==> src/design/vsp_pkg.sv <==
`default_nettype none

package vsp_pkg;

    localparam int BYTE_W = 8;
    localparam int PART_W = 14;
    localparam int PROD_W = PART_W + 3;
    localparam int CFG_IDX_W = 1;

    localparam logic [PART_W-1:0] PART_LIMIT = PART_W'(9999);

    localparam logic [BYTE_W-1:0] CHAR_NUL    = 8'h00;
    localparam logic [BYTE_W-1:0] CHAR_DOT    = 8'h2E;
    localparam logic [BYTE_W-1:0] CHAR_ZERO   = 8'h30;
    localparam logic [BYTE_W-1:0] CHAR_NINE   = 8'h39;
    localparam logic [BYTE_W-1:0] CHAR_V_UP   = 8'h56;
    localparam logic [BYTE_W-1:0] CHAR_V_LOW  = 8'h76;

    localparam logic [CFG_IDX_W-1:0] CFG_V_PREFIX_EN = 1'b0;
    localparam logic [CFG_IDX_W-1:0] CFG_SUFFIX_EN   = 1'b1;

    typedef struct packed {
        logic              ok;
        logic [PART_W-1:0] major;
        logic [PART_W-1:0] minor;
        logic [PART_W-1:0] patch;
    } result_t;

    typedef struct packed {
        logic v_prefix_en;
        logic suffix_en;
    } cfg_t;

endpackage

`default_nettype wire

==> src/design/version_string_parser_unit.sv <==
// A terminator byte passes the input register, then the output register.
// Throughput: one byte per cycle; a terminator waits only while the previous
// result is held in the output register under stall.
// Reset (rst_n, async, active low): parser returns to start of string, output
// register empties, both configuration bits return to 1.
`default_nettype none

module version_string_parser_unit (
    input  wire logic                          clk,
    input  wire logic                          rst_n,
    input  wire logic                          cfg_we,
    input  wire logic [vsp_pkg::CFG_IDX_W-1:0] cfg_index,
    input  wire logic                          cfg_data,
    input  wire logic                          in_valid,
    output logic                               in_stall,
    input  wire logic [vsp_pkg::BYTE_W-1:0]    char_byte,
    output logic                               out_valid,
    input  wire logic                          out_stall,
    output logic                               parse_ok,
    output logic [vsp_pkg::PART_W-1:0]         major_part,
    output logic [vsp_pkg::PART_W-1:0]         minor_part,
    output logic [vsp_pkg::PART_W-1:0]         patch_part
);

    vsp_pkg::cfg_t              cfg_reg, cfg_next;
    logic                       held_valid;
    logic [vsp_pkg::BYTE_W-1:0] held_byte;
    logic                       pull;
    vsp_pkg::result_t           result;

    always_comb
    begin
        cfg_next = cfg_reg;
        if (cfg_we)
        begin
            case (cfg_index)
                vsp_pkg::CFG_V_PREFIX_EN: cfg_next.v_prefix_en = cfg_data;
                vsp_pkg::CFG_SUFFIX_EN:   cfg_next.suffix_en   = cfg_data;
                default:                  cfg_next = cfg_reg;
            endcase
        end
    end

    always_ff @(posedge clk or negedge rst_n)
    begin
        if (!rst_n)
        begin
            cfg_reg <= '{v_prefix_en: 1'b1, suffix_en: 1'b1};
        end
        else
        begin
            cfg_reg <= cfg_next;
        end
    end

    vsp_in_reg u_in_reg (
        .clk        (clk),
        .rst_n      (rst_n),
        .in_valid   (in_valid),
        .in_stall   (in_stall),
        .char_byte  (char_byte),
        .pull       (pull),
        .held_valid (held_valid),
        .held_byte  (held_byte)
    );

    vsp_parser u_parser (
        .clk        (clk),
        .rst_n      (rst_n),
        .cfg        (cfg_reg),
        .held_valid (held_valid),
        .held_byte  (held_byte),
        .pull       (pull),
        .out_valid  (out_valid),
        .out_stall  (out_stall),
        .result     (result)
    );

    assign parse_ok   = result.ok;
    assign major_part = result.major;
    assign minor_part = result.minor;
    assign patch_part = result.patch;

endmodule

`default_nettype wire

==> src/design/vsp_in_reg.sv <==
`default_nettype none

module vsp_in_reg (
    input  wire logic                      clk,
    input  wire logic                      rst_n,
    input  wire logic                      in_valid,
    output logic                           in_stall,
    input  wire logic [vsp_pkg::BYTE_W-1:0] char_byte,
    input  wire logic                      pull,
    output logic                           held_valid,
    output logic [vsp_pkg::BYTE_W-1:0]     held_byte
);

    logic                       valid_reg;
    logic                       valid_next;
    logic [vsp_pkg::BYTE_W-1:0] byte_reg;
    logic                       load;

    assign in_stall = valid_reg && !pull;
    assign load     = in_valid && !in_stall;

    always_comb
    begin
        valid_next = valid_reg;
        if (load)
        begin
            valid_next = 1'b1;
        end
        else if (pull)
        begin
            valid_next = 1'b0;
        end
    end

    always_ff @(posedge clk or negedge rst_n)
    begin
        if (!rst_n)
        begin
            valid_reg <= 1'b0;
        end
        else
        begin
            valid_reg <= valid_next;
        end
    end

    always_ff @(posedge clk)
    begin
        if (load)
        begin
            byte_reg <= char_byte;
        end
    end

    assign held_valid = valid_reg;
    assign held_byte  = byte_reg;

endmodule

`default_nettype wire

==> src/design/vsp_parser.sv <==
`default_nettype none

module vsp_parser (
    input  wire logic                       clk,
    input  wire logic                       rst_n,
    input  wire vsp_pkg::cfg_t              cfg,
    input  wire logic                       held_valid,
    input  wire logic [vsp_pkg::BYTE_W-1:0] held_byte,
    output logic                            pull,
    output logic                            out_valid,
    input  wire logic                       out_stall,
    output vsp_pkg::result_t                result
);

    typedef enum logic [2:0] {
        PH_START,
        PH_MAJOR,
        PH_MINOR,
        PH_PATCH,
        PH_SUFFIX
    } phase_t;

    phase_t                     phase_reg, phase_next, phase_eff;
    logic [vsp_pkg::PART_W-1:0] acc_reg, acc_next;
    logic [vsp_pkg::PART_W-1:0] major_reg, major_next;
    logic [vsp_pkg::PART_W-1:0] minor_reg, minor_next;
    logic                       seen_reg, seen_next;
    logic                       failed_reg, failed_next;
    logic                       out_valid_reg, out_valid_next;
    vsp_pkg::result_t           result_reg, result_next;

    logic                        is_term;
    logic                        is_digit;
    logic                        is_dot;
    logic                        is_v;
    logic                        comp;
    logic [vsp_pkg::PROD_W-1:0]  prod;
    logic                        ok;

    assign is_term  = (held_byte == vsp_pkg::CHAR_NUL);
    assign is_digit = (held_byte >= vsp_pkg::CHAR_ZERO) && (held_byte <= vsp_pkg::CHAR_NINE);
    assign is_dot   = (held_byte == vsp_pkg::CHAR_DOT);
    assign is_v     = (held_byte == vsp_pkg::CHAR_V_LOW) || (held_byte == vsp_pkg::CHAR_V_UP);
    assign prod     = vsp_pkg::PROD_W'(acc_reg) * vsp_pkg::PROD_W'(10)
                    + vsp_pkg::PROD_W'(held_byte[3:0]);

    // a terminator waits while the previous result is still held
    assign pull = held_valid && !(is_term && out_valid_reg && out_stall);
    assign ok   = !failed_reg && (((phase_reg == PH_PATCH) && seen_reg)
                                  || (phase_reg == PH_SUFFIX));

    always_comb
    begin
        phase_next     = phase_reg;
        acc_next       = acc_reg;
        major_next     = major_reg;
        minor_next     = minor_reg;
        seen_next      = seen_reg;
        failed_next    = failed_reg;
        result_next    = result_reg;
        out_valid_next = out_valid_reg && out_stall;
        phase_eff      = phase_reg;
        comp           = 1'b0;

        if (pull)
        begin
            if (is_term)
            begin
                out_valid_next     = 1'b1;
                result_next.ok     = ok;
                result_next.major  = ok ? major_reg : '0;
                result_next.minor  = ok ? minor_reg : '0;
                result_next.patch  = ok ? acc_reg : '0;
                phase_next         = PH_START;
                acc_next           = '0;
                major_next         = '0;
                minor_next         = '0;
                seen_next          = 1'b0;
                failed_next        = 1'b0;
            end
            else if (!failed_reg)
            begin
                case (phase_reg)
                    PH_START:
                    begin
                        phase_eff  = PH_MAJOR;
                        phase_next = PH_MAJOR;
                        comp       = !(cfg.v_prefix_en && is_v);
                    end
                    PH_MAJOR, PH_MINOR, PH_PATCH:
                    begin
                        comp = 1'b1;
                    end
                    PH_SUFFIX:
                    begin
                        comp = 1'b0;
                    end
                    default:
                    begin
                        failed_next = 1'b1;
                    end
                endcase

                if (comp)
                begin
                    if (is_digit)
                    begin
                        if (prod > vsp_pkg::PROD_W'(vsp_pkg::PART_LIMIT))
                        begin
                            failed_next = 1'b1;
                        end
                        else
                        begin
                            acc_next  = prod[vsp_pkg::PART_W-1:0];
                            seen_next = 1'b1;
                        end
                    end
                    else if (!seen_reg)
                    begin
                        failed_next = 1'b1;
                    end
                    else if (phase_eff == PH_PATCH)
                    begin
                        if (cfg.suffix_en && !is_dot)
                        begin
                            phase_next = PH_SUFFIX;
                        end
                        else
                        begin
                            failed_next = 1'b1;
                        end
                    end
                    else if (!is_dot)
                    begin
                        failed_next = 1'b1;
                    end
                    else
                    begin
                        if (phase_eff == PH_MAJOR)
                        begin
                            major_next = acc_reg;
                            phase_next = PH_MINOR;
                        end
                        else
                        begin
                            minor_next = acc_reg;
                            phase_next = PH_PATCH;
                        end
                        acc_next  = '0;
                        seen_next = 1'b0;
                    end
                end
            end
        end
    end

    always_ff @(posedge clk or negedge rst_n)
    begin
        if (!rst_n)
        begin
            phase_reg     <= PH_START;
            acc_reg       <= '0;
            major_reg     <= '0;
            minor_reg     <= '0;
            seen_reg      <= 1'b0;
            failed_reg    <= 1'b0;
            out_valid_reg <= 1'b0;
            result_reg    <= '0;
        end
        else
        begin
            phase_reg     <= phase_next;
            acc_reg       <= acc_next;
            major_reg     <= major_next;
            minor_reg     <= minor_next;
            seen_reg      <= seen_next;
            failed_reg    <= failed_next;
            out_valid_reg <= out_valid_next;
            result_reg    <= result_next;
        end
    end

    assign out_valid = out_valid_reg;
    assign result    = result_reg;

endmodule

`default_nettype wire
==> config.mk <==
export PLATFORM = sky130hd
export DESIGN_NAME = version_string_parser_unit
export DESIGN_NICKNAME = d
export VERILOG_FILES = /design/src/design/vsp_pkg.sv /design/src/design/version_string_parser_unit.sv /design/src/design/vsp_in_reg.sv /design/src/design/vsp_parser.sv
export SDC_FILE = /design/constraint.sdc
export NUM_CORES = 1
export LEC_CHECK = 0
export BUFFER_PORTS_ARGS = -buffer_cell sky130_fd_sc_hd__buf_4
export CORE_MARGIN = 4
export CORE_UTILIZATION = 55
export CTS_BUF_LIST = sky130_fd_sc_hd__clkbuf_16
export CTS_CLUSTER_DIAMETER = 40
export CTS_CLUSTER_SIZE = 14
export DETAILED_ROUTE_END_ITERATION = 8
export PLACE_DENSITY = 0.79
export SLEW_MARGIN = 15
export SYNTH_ARGS = -nofsm -noshare
export SYNTH_HDL_FRONTEND = slang
export SYNTH_SLANG_ARGS = --single-unit
==> constraint.sdc <==
create_clock -name clk -period 4.9 [get_ports clk]
set_clock_uncertainty 0.05 [all_clocks]
set_input_delay 0.49 -clock clk [delete_from_list [all_inputs] [get_ports clk]]
set_output_delay 0.49 -clock clk [all_outputs]
set_load 0.02 [all_outputs]
After elaboration in Yosys (flattened, before gate mapping). Index checks and enable logic that the tools add are counted.

Bitwise gates (word level): 1. Add/subtract/negate cells: 1. $mul: 1. Magnitude comparators: 3. Mux-type cells: 66. Eq/ne operators: 15. Reductions and logical operators: 38.

Operator list (number): $mux 14 (27); $mux 3 (12); $mux 1 (26); $add 17x4->17 (1); $gt 17x14->1 const B (1); $eq 8x7->1 const B (2); $mul 14x3->16 const B (1); $reduce_and 8->1 (2); $logic_and 1x1->1 (11); $reduce_bool 2->1 (5); $eq 3x2->1 const B (3); $eq 8x6->1 const B (1); $ge 8x6->1 const B (1); $le 8x6->1 const B (1); $logic_not 8->1 (1); $reduce_and 2->1 (4); $reduce_and 7->1 (1); $eq 3x1->1 const B (2); $logic_not 1->1 (6); $ne 2x1->1 const B (3); $reduce_bool 3->1 (2); $reduce_or 5->1 (1); $reduce_and 4->1 (1); $eq 3x3->1 const B (1); 8 further kinds (9).

Output and inout port bits: 45. Flip-flop bits (word level): 102. Input port bits: 15.

Depth between registers and ports, before layout.
Depth after elaboration: 15. Mapped depth: 16.

Hierarchy. Synthesis repeated with hierarchy kept, for this count alone.

Cells, all modules: 497. Area, all modules: 5316.3 µm².

Modules (own cells, without submodules): vsp_parser (times used 1, area each 4929.7 µm², cells each 478, seq. area each 2277.2 µm²); vsp_in_reg (times used 1, area each 297.8 µm², cells each 13, seq. area each 265.3 µm²); version_string_parser_unit (times used 1, area each 88.8 µm², cells each 6, seq. area each 52.6 µm²).

Worst setup path before layout. OpenSTA, ideal clock, no wires.

Path kind: reg2reg. Start: register u_parser.acc_reg[1] (netlist name). End: register u_parser.acc_reg[7] (netlist name). Arrival time: 3.417 ns. Cell stages (with the launch flop): 16. Slack: 1.312 ns. Required time: 4.729 ns. Cells stage by stage: dfrtp_1 > ha_1 > ha_1 > inv_1 > fa_1 > nand2b_1 > a21oi_1 > xor2_1 > and4_1 > nand2_1 > o32ai_1 > o22ai_1 > a22oi_2 > o211ai_2 > buf_6 > a22o_1.

Cells in the longest elaborated chain, start to end: 7. Elaborated cells between the ends (all ways): 10. Classes of those cells: add/sub (1); mul (1); order compare (1); eq/ne (1); mux (5); reduce/logical (1).

Ends and longest elaborated chain: from (decl) (RTL line vsp_parser.sv:24) `logic [vsp_pkg::PART_W-1:0] acc_reg, acc_next;`; from (signal assigned) (RTL line vsp_parser.sv:173) `acc_reg <= acc_next;`; $mul 14x3->16 * (RTL line vsp_parser.sv:44) `assign prod = vsp_pkg::PROD_W'(acc_reg) * vsp_pkg::PROD_W'(10)`; $add 17x4->17 * (RTL line vsp_parser.sv:45) `+ vsp_pkg::PROD_W'(held_byte[3:0]);`; parallel branches: the longest is 5 deep, another holds $gt 17x14->1.

Every way passes the cells marked *. The select of a mux whose other input is x is not followed. A chain may end at the register's enable or synchronous reset.

Worst setup path in the final report.
Start: register u_parser.acc_reg[1] (netlist name). End: register u_parser.acc_reg[0] (netlist name).

Cells in the longest elaborated chain, start to end: 5.

Ends and longest elaborated chain: $mul 14x3->16 (RTL line vsp_parser.sv:44); $add 17x4->17 (RTL line vsp_parser.sv:45); $gt 17x14->1 (RTL line vsp_parser.sv:108) `if (prod > vsp_pkg::PROD_W'(vsp_pkg::PART_LIMIT))`; $ne 3x2->1 (no source line); $reduce_and 7->1 (no source line).

No other way between the ends.

==> metrics.md <==
| Metric | Value |
|---|---|
| DRC Markers | `0` |
| Final nets | `532` |
| Min-delay src | `char_byte[4]` |
| Sink Count | `102` |
| Worst min path class | `input port to flip-flop` |
| Hpwl dp | `7670 um` |
| Min cycle time layout | `4.18 ns` |
| Worst Hold End | `u_in_reg.held_byte[4]$_DFFE_PP_` |
| Unrepaired setup endpoints after global routing | `no` |
| Die X-Extent | `105 um` |
| Critical Path AT | `4.40 ns` |
| Top Ports | `60` |
| Tot GR Track Use | `19.6%` |
| CP Buf/Inv Count | `1` |
| Hold depth | `1` |
| Clk root buf | `clkbuf_16` |
| Critical Path Slowest Stage Cell | `and3_1` |
| Max_cap viols | `0` |
| CP max FO | `15` |
| First-pass GRT wire length | `17800 um` |
| Clk Latency, worst-skew pair | `0.34 ns` |
| Top cell by count, worst path | `ha_1` |
| Sequential fraction of the synthesis area | `50.6%` |
| WHS | `0.278 ns` |
| Req. time, crit path | `5.12 ns` |
| Initial antenna violation count | `0` |
| Critical Path Start Type | `flip-flop` |
| Core Region | `8890 um2` |
| Setup_tns | `0 ns` |
| Leakage | `0.00298 uW` |
| Routed length on met3 | `406 um` |
| Worst R2R Setup Slack | `0.72 ns` |
| Period utilization | `85.3%` |
| Area Growth Syn to Fin | `15.6%` |
| Rows | `34` |
| Met2 routed WL | `4920 um` |
| Ys flop type | `dfrtp_1` |
| Initial Util | `57.7%` |
| VDD IR max | `168 uV` |
| Net Count, Synth | `476` |
| Synthesis Warnings | `0` |
| Gate Count Post-Synth | `432` |
| DR vias | `3647` |
| Pin count of the biggest net entering global routing | `72` |
| Final hold violation count | `0` |
| Die area | `10900 um2` |
| TritonRoute pass-1 iters | `4` |
| Async SR Flop Fraction | `92.2%` |
| Total gr overflow | `0` |
| Largest register FFs | `43` |
| RR Endpoint | `u_parser.acc_reg[0]$_DFFE_PN0P_` |
| Kind of critical path | `flip-flop to flip-flop` |
| Layout cells sized above 1 | `23.9%` |
| Routed Antenna Nets | `0` |
| H-Tree Depth | `3` |
| Syn Std Cell Area | `5130 um2` |
| Ant diodes | `0` |
| Worst slew pin tran | `0.817 ns` |
| Outcome | `finished clean` |
| R2R depth | `14` |
| Die height | `105 um` |
| Yosys reg bits | `102` |
| Vias in the first global route | `3575` |
| CTS clk-pin slew, worst paths | `0.07 ns` |
| Initial DRC count | `271` |
| Fmax | `239 MHz` |
| Max layer used | `met4` |
| Via density | `6.07` |
| CTS Buffer Depth | `2` |
| Max_slew headroom | `45.5%` |
| Pwr/cell area | `269 nW/um2` |
| Syn_area_per_cell | `11.9 um2` |
| Largest stage delay, worst path | `0.52 ns` |
| M1 wire length | `5020 um` |
| CP cell instances | `ha_1 -> ha_1 -> inv_1 -> fa_1 -> nand2b_1 -> a21oi_1 -> xor2_1 -> and4_1 -> nand2_1 -> o32ai_1 -> o22ai_1 -> a22oi_2 -> and3_1 -> a22o_1` |
| R2r startpoint | `u_parser.acc_reg[1]$_DFFE_PN0P_` |
| Fin. max-slew vios | `0` |
| Cell variety after synth | `56` |
| CTS tree | `done` |
| PortBufs | `59` |
| CP Capture Type | `flip-flop` |
| RD Place Congestion | `0.879` |
| Post_cts resized | `0` |
| Number of synthesized flops with an enable pin | `8` |
| Drt total wl | `10500 um` |
| Routed WL per cell | `17.4 um` |
| CP top delay family | `compound AO/OA/AOI/OAI gates` |
| Setup violations, final | `0` |
| Number of CTS-inserted buffers | `9` |
## per-stage QoR
stage	utilization, %	power (uW)	cells	instance area [um2]	setup WS, ns
after floorplan	-	912	432	5130	1.31
after global placement	63.4	942	584	5630	0.969
after detailed placement	63.4	945	584	5630	0.760
after CTS	66.6	1610	601	5930	0.730
after global routing	66.6	1650	601	5930	0.439
final	66.6	1590	601	5930	0.719
## layer usage
metal	up-vias	GRT usage [%]
met5	-	0
met3	8	3.33
met2	88	31.4
met1	1813	28.2
li1	1738	-
met4	0	4.84
## what timing repair did
action	CTS	global route
endpoints found under the hold margin	16	0
buffers inserted	0	0
hold buffers	1	0
## power by group
part	internal (uW)	total [uW]	switching, uW	leakage, uW
registers	864	874	10.6	0.00137
clock network	350	665	315	0.000132
logic	21.7	54.0	32.3	0.00148
total	1240	1590	358	0.00298
## layout by cell type, fill, tap and decap left out, types with 2 or more instances in the layout
cell type   synthesis  layout
dfrtp_1            92      92
buf_4               0      62
a22o_1             56      56
mux2_2             30      30
ha_1               27      27
nor2_1             21      21
a21oi_1            20      20
and2_1             17      17
xnor2_1            13      13
nand3_1            12      12
nand2_1            11      11
and3_1              9       9
o21ai_0             9       9
nor3_1             10       9
clkbuf_16           0       9
xor2_1              8       8
edfxtp_1            8       8
a21o_1              7       7
inv_1               7       7
o21a_1              5       5
nand2b_1            4       4
nor2b_1             3       3
o21bai_1            3       3
nor3b_1             3       3
a31oi_1             2       2
or3_1               2       2
o22ai_1             2       2
nor4_1              2       2
nand3b_1            2       2
o211ai_1            2       2
a211o_1             2       2
fa_1                2       2
dfstp_2             2       2
clkinv_4            0       2
clkinvlp_4          0       2
## synth_stat cells, drive strengths merged (4+ instances only)
master	count	area [um2]
o21ai	9	45.0
and2	18	115
nor3	10	50.1
inv	7	26.3
a21o	7	52.6
buf	4	46.3
dfrtp	92	2300
a21oi	20	100
mux2	30	338
nor2	21	78.8
o21a	5	37.5
xor2	8	70.1
nand3	12	60.1
ha	27	338
nand2b	5	33.8
xnor2	13	114
edfxtp	8	240
nand2	11	41.3
and3	9	56.3
clkbuf	14	52.6
a22o	56	490
## area by class of cell
cell class | count | area (um2)
inverter | 7 | 26.3
timing repair buffer | 63 | 475
sequential | 102 | 2590
tap | 108 | 135
multi-input combinational | 305 | 2410
fill | 661 | 2970
clock buffer | 9 | 225
clock inverter | 7 | 56.3
## logic make-up after synthesis
group | count (synthesis) | share of synthesized area, %
compound gates | 120 | 18.1
simple gates | 104 | 11.1
flops | 102 | 50.6
mux | 31 | 6.78
fa+ha+maj | 29 | 7.37
buf+inv | 25 | 2.44
xor+xnor | 21 | 3.59
## worst max-delay path by stage
stage          slack (ns)                                to  cells after the start                       startpoint
5_1_grt              0.44   u_parser.acc_reg[7]$_DFFE_PN0P_                     14  u_parser.acc_reg[1]$_DFFE_PN0P_
3_3_place_gp         0.97  u_parser.acc_reg[12]$_DFFE_PN0P_                     14  u_parser.acc_reg[1]$_DFFE_PN0P_
2_1_floorplan        1.31   u_parser.acc_reg[7]$_DFFE_PN0P_                     15  u_parser.acc_reg[1]$_DFFE_PN0P_
6_report             0.72   u_parser.acc_reg[0]$_DFFE_PN0P_                     14  u_parser.acc_reg[1]$_DFFE_PN0P_
4_1_cts              0.73  u_parser.acc_reg[10]$_DFFE_PN0P_                     14  u_parser.acc_reg[1]$_DFFE_PN0P_
3_5_place_dp         0.76  u_parser.acc_reg[10]$_DFFE_PN0P_                     14  u_parser.acc_reg[1]$_DFFE_PN0P_
Power figures use the tool's default switching activity.
